File: config.mk
export PLATFORM = sky130hd
export DESIGN_NAME = imap_response_line_classifier
export DESIGN_NICKNAME = d
export VERILOG_FILES = /design/src/hw/rtl/imaprlc_pkg.sv /design/src/hw/rtl/imaprlc_step.sv /design/src/hw/rtl/imap_response_line_classifier.sv
export SDC_FILE = /design/constraint.sdc
export NUM_CORES = 1
export LEC_CHECK = 0
export ABC_AREA = 1
export BUFFER_PORTS_ARGS = -buffer_cell sky130_fd_sc_hd__buf_4
export CELL_PAD_IN_SITES_DETAIL_PLACEMENT = 1
export CELL_PAD_IN_SITES_GLOBAL_PLACEMENT = 2
export CORE_ASPECT_RATIO = 2
export CORE_UTILIZATION = 32
export DETAILED_ROUTE_END_ITERATION = 10
export GPL_ROUTABILITY_DRIVEN = 0
export GPL_TIMING_DRIVEN = 0
export PLACE_DENSITY_LB_ADDON = 0.1
export SYNTH_ARGS = -nofsm -noshare
export SYNTH_HDL_FRONTEND = slang
export SYNTH_SLANG_ARGS = --single-unit
File: constraint.sdc
create_clock -name clock -period 11.3 [get_ports clock]
set_clock_uncertainty 0.05 [all_clocks]
set_input_delay 2.26 -clock clock [delete_from_list [all_inputs] [get_ports clock]]
set_output_delay 2.26 -clock clock [all_outputs]
set_load 0.05 [all_outputs]
File: src/hw/rtl/imaprlc_pkg.sv
package imaprlc_pkg;

   localparam int MAX_LINE_BYTES = 4096;
   localparam int POS_W          = 13;
   localparam logic [POS_W-1:0] LINE_MAX = POS_W'(MAX_LINE_BYTES);

   typedef enum logic [3:0] {
      PH_START,
      PH_CONT_SEP,
      PH_CONT_SKIP,
      PH_UNT_SEP,
      PH_UNT_ATOM,
      PH_UNT_SKIP,
      PH_TAG_ATOM,
      PH_TAG_SKIP,
      PH_STAT_ATOM,
      PH_STAT_SKIP,
      PH_TEXT
   } phase_type;

   // line kinds
   localparam logic [1:0] KIND_CONT     = 2'd0;
   localparam logic [1:0] KIND_UNTAGGED = 2'd1;
   localparam logic [1:0] KIND_TAGGED   = 2'd2;

   // status codes
   localparam logic [2:0] ST_NONE    = 3'd0;
   localparam logic [2:0] ST_OK      = 3'd1;
   localparam logic [2:0] ST_NO      = 3'd2;
   localparam logic [2:0] ST_BAD     = 3'd3;
   localparam logic [2:0] ST_PREAUTH = 3'd4;
   localparam logic [2:0] ST_BYE     = 3'd5;

   // error codes
   localparam logic [2:0] ERR_NONE       = 3'd0;
   localparam logic [2:0] ERR_BAD_BYTE   = 3'd1;
   localparam logic [2:0] ERR_CONT       = 3'd2;
   localparam logic [2:0] ERR_UNTAGGED   = 3'd3;
   localparam logic [2:0] ERR_UNT_ATOM   = 3'd4;
   localparam logic [2:0] ERR_TAGGED     = 3'd5;
   localparam logic [2:0] ERR_TAG_STATUS = 3'd6;
   localparam logic [2:0] ERR_TOO_LONG   = 3'd7;

   typedef struct packed {
      phase_type        phase;
      logic [POS_W-1:0] pos;
      logic [POS_W-1:0] tag_bytes;
      logic [POS_W-1:0] text_offset;
      logic [55:0]      letters;
      logic [3:0]       count;
      logic [1:0]       kind;
      logic [2:0]       fault;
   } line_state_type;

   typedef struct packed {
      logic             valid_res;
      logic [1:0]       kind;
      logic [2:0]       status;
      logic [POS_W-1:0] tag_length;
      logic [POS_W-1:0] text_start;
      logic [POS_W-1:0] line_length;
      logic [2:0]       error_code;
   } result_type;

   localparam line_state_type LINE_CLEAR = '{
      phase:       PH_START,
      pos:         '0,
      tag_bytes:   '0,
      text_offset: '0,
      letters:     '0,
      count:       '0,
      kind:        KIND_CONT,
      fault:       ERR_NONE
   };

endpackage

File: src/hw/rtl/imaprlc_step.sv
module imaprlc_step
   import imaprlc_pkg::*;
(
   input  logic [7:0]     item_byte,
   input  logic           item_end,
   input  line_state_type line_cur,
   output line_state_type line_nxt,
   output result_type     result
);

   // status atoms, first letter in the low byte
   localparam logic [55:0] TXT_OK      = 56'h00000000004B4F;
   localparam logic [55:0] TXT_NO      = 56'h00000000004F4E;
   localparam logic [55:0] TXT_BAD     = 56'h00000000444142;
   localparam logic [55:0] TXT_PREAUTH = 56'h48545541455250;
   localparam logic [55:0] TXT_BYE     = 56'h00000000455942;

   line_state_type upd;
   line_state_type fin;
   logic [55:0]    push_letters;
   logic [3:0]     push_count;
   logic [7:0]     upper;
   logic           is_space;
   logic           is_atom;
   logic           is_ctrl;
   logic           set_hit;
   logic [2:0]     set_code;
   logic [2:0]     st;

   assign is_space = (item_byte == 8'h20);
   assign is_ctrl  = (item_byte < 8'd32) && (item_byte != 8'h09);
   assign is_atom  = (item_byte > 8'd31) && (item_byte != 8'h7F) &&
                     (item_byte != 8'h28) && (item_byte != 8'h29) &&
                     (item_byte != 8'h7B) && (item_byte != 8'h20) &&
                     (item_byte != 8'h25) && (item_byte != 8'h2A) &&
                     (item_byte != 8'h22) && (item_byte != 8'h5C) &&
                     (item_byte != 8'h5D);
   assign upper    = ((item_byte >= 8'h61) && (item_byte <= 8'h7A)) ?
                     (item_byte - 8'd32) : item_byte;

   // atom letter buffer: keeps 7 letters, count stops at 8
   always_comb begin
      push_letters = line_cur.letters;
      for (int i = 0; i < 7; i++) begin
         if (line_cur.count == 4'(i)) begin
            push_letters[i*8 +: 8] = upper;
         end
      end
      push_count = (line_cur.count < 4'd8) ? (line_cur.count + 4'd1) : line_cur.count;
   end

   // next state after one byte
   always_comb begin
      upd      = line_cur;
      set_hit  = 1'b0;
      set_code = ERR_NONE;
      if (line_cur.fault != ERR_TOO_LONG) begin
         if (line_cur.pos >= LINE_MAX) begin
            upd.fault = ERR_TOO_LONG;
            upd.phase = PH_TEXT;
         end else begin
            upd.pos = line_cur.pos + 1'b1;
            case (line_cur.phase)
               PH_START: begin
                  if (item_byte == 8'h2B) begin
                     upd.kind  = KIND_CONT;
                     upd.phase = PH_CONT_SEP;
                  end else if (item_byte == 8'h2A) begin
                     upd.kind  = KIND_UNTAGGED;
                     upd.phase = PH_UNT_SEP;
                  end else begin
                     upd.kind = KIND_TAGGED;
                     if (is_atom) begin
                        upd.tag_bytes = POS_W'(1);
                        upd.phase     = PH_TAG_ATOM;
                     end else begin
                        set_hit  = 1'b1;
                        set_code = ERR_TAGGED;
                     end
                  end
               end
               PH_CONT_SEP: begin
                  if (is_space) begin
                     upd.phase = PH_CONT_SKIP;
                  end else begin
                     set_hit  = 1'b1;
                     set_code = ERR_CONT;
                  end
               end
               PH_UNT_SEP: begin
                  if (is_space) begin
                     upd.phase = PH_UNT_ATOM;
                  end else begin
                     set_hit  = 1'b1;
                     set_code = ERR_UNTAGGED;
                  end
               end
               PH_CONT_SKIP, PH_UNT_SKIP, PH_STAT_SKIP: begin
                  if (!is_space) begin
                     upd.text_offset = line_cur.pos;
                     upd.phase       = PH_TEXT;
                  end
               end
               PH_UNT_ATOM: begin
                  if (is_space) begin
                     if (line_cur.count == 4'd0) begin
                        set_hit  = 1'b1;
                        set_code = ERR_UNT_ATOM;
                     end else begin
                        upd.phase = PH_UNT_SKIP;
                     end
                  end else if (is_atom) begin
                     upd.letters = push_letters;
                     upd.count   = push_count;
                  end else begin
                     set_hit  = 1'b1;
                     set_code = ERR_UNT_ATOM;
                  end
               end
               PH_TAG_ATOM: begin
                  if (is_space) begin
                     upd.phase = PH_TAG_SKIP;
                  end else if (is_atom) begin
                     if (line_cur.tag_bytes != '1) begin
                        upd.tag_bytes = line_cur.tag_bytes + 1'b1;
                     end
                  end else begin
                     set_hit  = 1'b1;
                     set_code = ERR_TAGGED;
                  end
               end
               PH_TAG_SKIP: begin
                  if (!is_space) begin
                     if (is_atom) begin
                        upd.letters = push_letters;
                        upd.count   = push_count;
                        upd.phase   = PH_STAT_ATOM;
                     end else begin
                        set_hit  = 1'b1;
                        set_code = ERR_TAG_STATUS;
                     end
                  end
               end
               PH_STAT_ATOM: begin
                  if (is_space) begin
                     upd.phase = PH_STAT_SKIP;
                  end else if (is_atom) begin
                     upd.letters = push_letters;
                     upd.count   = push_count;
                  end else begin
                     set_hit  = 1'b1;
                     set_code = ERR_TAG_STATUS;
                  end
               end
               default: begin
               end
            endcase
            // first structural error sticks, any error parks the parser
            if (set_hit) begin
               if (line_cur.fault == ERR_NONE) begin
                  upd.fault = set_code;
               end
               upd.phase = PH_TEXT;
            end
            if (is_ctrl) begin
               upd.fault = ERR_BAD_BYTE;
            end
         end
      end
   end

   // end of line checks and result fields
   always_comb begin
      fin = upd;
      if (upd.fault == ERR_NONE) begin
         case (upd.phase)
            PH_UNT_SEP:   fin.fault = ERR_UNTAGGED;
            PH_UNT_ATOM: begin
               if (upd.count == 4'd0) begin
                  fin.fault = ERR_UNTAGGED;
               end else begin
                  fin.text_offset = upd.pos;
               end
            end
            PH_TAG_ATOM:  fin.fault = ERR_TAGGED;
            PH_TAG_SKIP:  fin.fault = ERR_TAG_STATUS;
            PH_TEXT: begin
            end
            default:      fin.text_offset = upd.pos;
         endcase
      end

      if      ((upd.count == 4'd2) && (upd.letters == TXT_OK))      st = ST_OK;
      else if ((upd.count == 4'd2) && (upd.letters == TXT_NO))      st = ST_NO;
      else if ((upd.count == 4'd3) && (upd.letters == TXT_BAD))     st = ST_BAD;
      else if ((upd.count == 4'd7) && (upd.letters == TXT_PREAUTH)) st = ST_PREAUTH;
      else if ((upd.count == 4'd3) && (upd.letters == TXT_BYE))     st = ST_BYE;
      else                                                          st = ST_NONE;

      result             = '0;
      result.line_length = upd.pos;
      if (fin.fault == ERR_NONE) begin
         result.kind       = upd.kind;
         result.text_start = fin.text_offset;
         if (upd.kind != KIND_CONT) begin
            result.status = st;
         end
         if ((upd.kind == KIND_UNTAGGED) && (st == ST_NONE)) begin
            result.text_start = POS_W'(2);
         end
         if (upd.kind == KIND_TAGGED) begin
            result.tag_length = upd.tag_bytes;
            if ((st != ST_OK) && (st != ST_NO) && (st != ST_BAD)) begin
               fin.fault = ERR_TAG_STATUS;
            end
         end
      end
      if (fin.fault != ERR_NONE) begin
         result.kind       = KIND_CONT;
         result.status     = ST_NONE;
         result.tag_length = '0;
         result.text_start = '0;
      end
      result.valid_res  = (fin.fault == ERR_NONE);
      result.error_code = fin.fault;

      line_nxt = item_end ? LINE_CLEAR : upd;
   end

endmodule

File: src/hw/rtl/imap_response_line_classifier.sv
// A line's result reaches the rsp_ ports through the input register and then
// the result register after its last byte is accepted.
// Throughput: one byte per cycle, sustained while results are taken; the parse
// step is a single combinational pass between the input register and the
// result register. A stalled result holds the whole pipe, new bytes included.
// Reset (synchronous, active high) empties both registers and returns the
// line state to the start of a line; no result is pending after reset.
module imap_response_line_classifier
   import imaprlc_pkg::*;
(
   input  logic             clock,
   input  logic             reset,
   input  logic             req_valid,
   output logic             req_stall,
   input  logic [7:0]       req_line_byte,
   input  logic             req_line_end,
   output logic             rsp_valid,
   input  logic             rsp_stall,
   output logic             rsp_valid_res,
   output logic [1:0]       rsp_kind,
   output logic [2:0]       rsp_status,
   output logic [POS_W-1:0] rsp_tag_length,
   output logic [POS_W-1:0] rsp_text_start,
   output logic [POS_W-1:0] rsp_line_length,
   output logic [2:0]       rsp_error_code
);

   // Pipeline: input register -> parse step -> result register.
   // The whole pipe moves whenever the result register is free or being
   // taken, so a waiting result holds the whole pipe, new bytes included, and never drops one.
   logic           advance;

   // input register
   logic           in_valid_ff;
   logic           in_valid_in;
   logic [7:0]     in_byte_ff;
   logic           in_end_ff;

   // line state carried from byte to byte
   line_state_type line_ff;
   line_state_type line_in;
   line_state_type line_step;

   // result register
   logic           out_valid_ff;
   logic           out_valid_in;
   result_type     out_ff;
   result_type     out_step;

   assign advance   = !(out_valid_ff && rsp_stall);
   assign req_stall = !advance;

   assign in_valid_in  = advance ? req_valid : in_valid_ff;
   // only the last byte of a line yields an item
   assign out_valid_in = advance ? (in_valid_ff && in_end_ff) : out_valid_ff;
   // line state moves only when a byte really passes through the step
   assign line_in      = (advance && in_valid_ff) ? line_step : line_ff;

   imaprlc_step u_step (
      .item_byte (in_byte_ff),
      .item_end  (in_end_ff),
      .line_cur  (line_ff),
      .line_nxt  (line_step),
      .result    (out_step)
   );

   always_ff @(posedge clock) begin
      if (reset) begin
         in_valid_ff  <= 1'b0;
         out_valid_ff <= 1'b0;
         line_ff      <= LINE_CLEAR;
      end else begin
         in_valid_ff  <= in_valid_in;
         out_valid_ff <= out_valid_in;
         line_ff      <= line_in;
      end
   end

   // payload registers, no reset needed
   always_ff @(posedge clock) begin
      if (advance) begin
         in_byte_ff <= req_line_byte;
         in_end_ff  <= req_line_end;
         out_ff     <= out_step;
      end
   end

   assign rsp_valid       = out_valid_ff;
   assign rsp_valid_res   = out_ff.valid_res;
   assign rsp_kind        = out_ff.kind;
   assign rsp_status      = out_ff.status;
   assign rsp_tag_length  = out_ff.tag_length;
   assign rsp_text_start  = out_ff.text_start;
   assign rsp_line_length = out_ff.line_length;
   assign rsp_error_code  = out_ff.error_code;

endmodule

==> results.py <==
metrics = {
    "pwr": {
        "peakVddDrop_uv": 105,
        "p_seq_frac": 0.415,
        "power.internal_uw": 1050,
        "leakagePower_uw": 0.00502,
        "clkPwrFrac": 0.422,
        "p_per_area_nw_per_um2": 131,
        "p_sw_uw": 495,
        "p_sw_frac": 0.320,
        "combPwrFrac": 0.163,
    },
    "synth": {
        "synth.area.top_cells": "dfxtp_1 (22%), nand2_1 (20%), edfxtp_1 (17%)",
        "ys_seq_elements": 167,
        "ys_dominant_reg_cell": "dfxtp_1",
        "yosysTopAreaCell": "dfxtp_1",
        "syn-num-nets": 1540,
        "synthTopCellsByCount": "nand2_1 (552), inv_1 (145), nor2_1 (136)",
        "syn_inst": 1518,
        "ys_warn_count": 0,
        "synth_edf_count": 57,
        "synthArstFlopShare": 0,
        "yosysMostFrequentCell": "nand2_1",
        "synth_area_um2": 10200,
        "synth_cell_types": 48,
        "synth_top_area_share": 0.216,
        "avgSynthCellArea_um2": 6.71,
        "yosysSeqAreaShare": 0.384,
    },
    "critical_path": {
        "crit_type": "in -> out",
        "cp_cell_sequence": "buf_4 > nand2_2 > inv_1 > buf_4",
        "slowest_delay_ns": 0.42,
        "r2r_cells": 20,
        "arrival_ns": 3.18,
        "startpoint_type": "input port",
        "reg2reg_to": "rsp_tag_length[8]",
        "r2r-start": "in_byte_ff[2]",
        "cp_max_fo": 25,
        "cp_slowest_cell": "nand2_2",
        "regToRegSetupSlack_ns": 6.99,
        "cp_common_cell": "buf_4",
        "cp.required_ns": 8.99,
        "endpoint_kind": "output port",
    },
    "grt": {
        "overflow": 0,
        "grt_pass1_vias": 10536,
        "antenna_found_initial": 0,
        "grt_pass1_wl_mm": 60.0,
        "grt_max_degree": 38,
        "track_usage": 0.251,
    },
    "clocking": {
        "numCtsBuffers": 17,
        "clk_path_buf_depth": 2,
        "cts_setup_buffers": 0,
        "clock_latency_ns": 0.46,
        "cts_max_level": 4,
        "holdBufCountCts": 0,
        "cts_tree": "done",
        "clock_sinks": 167,
        "cts_resized": 0,
        "cts_root_buf": "clkbuf_16",
        "cts.clk_slew.worst_paths_ns": 0.08,
    },
    "timing": {
        "setup_tns_ns": 0,
        "tightestPinTransition_ns": 1.01,
        "setup_violations": 0,
        "rsz0062_at_grt": "no",
        "slew_violations": 0,
        "hold_viol": 0,
        "period_share": 0.486,
        "slew_headroom": 0.319,
        "fmax_ghz": 0.182,
        "post-route-min-period_ns": 5.49,
    },
    "routing": {
        "vias": 10071,
        "wl_per_cell_um": 19.2,
        "firstDrtPassIters": 5,
        "drtIter0Drc": 354,
        "wl_mm": 39.1,
        "drc": 0,
        "via_per_inst": 4.95,
        "ant_nets": 0,
    },
    "finish": {
        "area_delta_synth_final_pct": 16.1,
        "drive_above_1_share": 0.133,
        "nFillCells": 4053,
        "final_cells": 2035,
        "finalNetCount": 1621,
        "n_antenna_cell": 0,
    },
    "hold_path": {
        "holdCritStartpoint": "line_ff[58]",
        "min_delay_worst_endpoint": "line_ff[58]",
        "hold_class": "reg -> reg",
        "holdPathStages": 2,
    },
    "placed_design": {
        "port_buffers": 61,
        "dp_cells": 2003,
        "place_hpwl_mm": 30.9,
    },
    "job": {
        "max_cap_viol_count": 0,
    },
    "floorplanning": {
        "fp.dieH_um": 254,
        "start_util": 0.324,
        "core_um2": 31400,
        "die_w_um": 128,
        "num_rows": 92,
        "die_area_um2": 32600,
        "io_pins": 63,
    },
    "outcome": {
        "status": "completed",
    },
}
[cell families after synthesis]
| logic type | share of synthesized area |
|---|---|
| AND/OR/NAND/NOR | 0.393 |
| buffers and inverters | 0.0935 |
| AO/OA/AOI/OAI | 0.111 |
| flip-flops | 0.384 |
| XOR/XNOR | 0.00774 |
| adder cells (fa/ha/maj) | 0.0111 |
[routing by layer]
metal	up-vias	wire [um]	global-route usage
met2	144	22700	0.516
met4	0	2550	0.164
li1	5007	-	-
met3	99	662	0.0292
met1	4821	13200	0.222
met5	-	0	0
[worst max-delay path: cells and delay by family]
kind	cells	cell delay [ns]
buffers and inverters	3	0.50
and+or+nand+nor	1	0.42
[metrics by stage]
step	setup WS [ns]	utilization	hold WS, ns	instance area, um^2	power (uW)
floorplan	4.79	-	0.378	10200	821
global placement	3.72	0.356	0.388	11200	911
detailed placement	5.75	0.356	0.406	11200	914
CTS	5.75	0.376	0.418	11800	1570
global route	5.72	0.376	0.434	11800	1600
finish	5.81	0.376	0.417	11800	1550
[power groups by stage]
stage / clock, uW / sequential (uW) / combinational, uW
after detailed placement: 0 / 656 / 258
after CTS: 671 / 642 / 258
after global routing: 684 / 643 / 276
after floorplan: 0 / 691 / 130
after global placement: 0 / 656 / 254
final: 653 / 642 / 253
[flip-flops by register name (all words and copies together), names as in the netlist]
name	cells
in_byte_ff	8
rsp_status	3
rsp_error_code	3
rsp_tag_length	13
rsp_text_start	13
rsp_valid	1
rsp_kind	2
rsp_line_length	13
in_valid_ff	1
rsp_valid_res	1
in_end_ff	1
line_ff	108
[worst max-delay path by stage]
stage | to | from | cells after the start
floorplan | req_stall | rsp_stall | 2
global placement | line_ff[68] | rsp_stall | 8
detailed placement | line_ff[87] | rsp_stall | 8
CTS | req_stall | rsp_stall | 4
global route | req_stall | rsp_stall | 4
finish | req_stall | rsp_stall | 4
[placed cells by master, fill, tap and decap left out, drive strengths merged, types with 3 or more instances in the layout]
master / count
nor2: 180
nand4: 14
o211ai: 5
nand3b: 4
o21ai: 63
a31oi: 6
edfxtp: 57
xor2: 9
or2: 13
buf: 89
nand3: 102
nand2: 568
bufinv: 3
inv: 163
o21a: 3
nor4: 3
dfxtp: 110
nor3: 20
a21oi: 127
ha: 9
clkbuf: 54
[area by class of cell]
class,instances,area (um^2),share of cell area
multi-input cells,1134,5330,0.450
flip-flops and latches,167,3910,0.331
inverters,153,587,0.0496
well taps,423,529,0.0447
repair buffers,62,478,0.0404
clock buffers,17,425,0.0360
plain buffers,64,365,0.0309
clock inverters,15,205,0.0173
No activity file was read; power rests on OpenSTA's default activity.
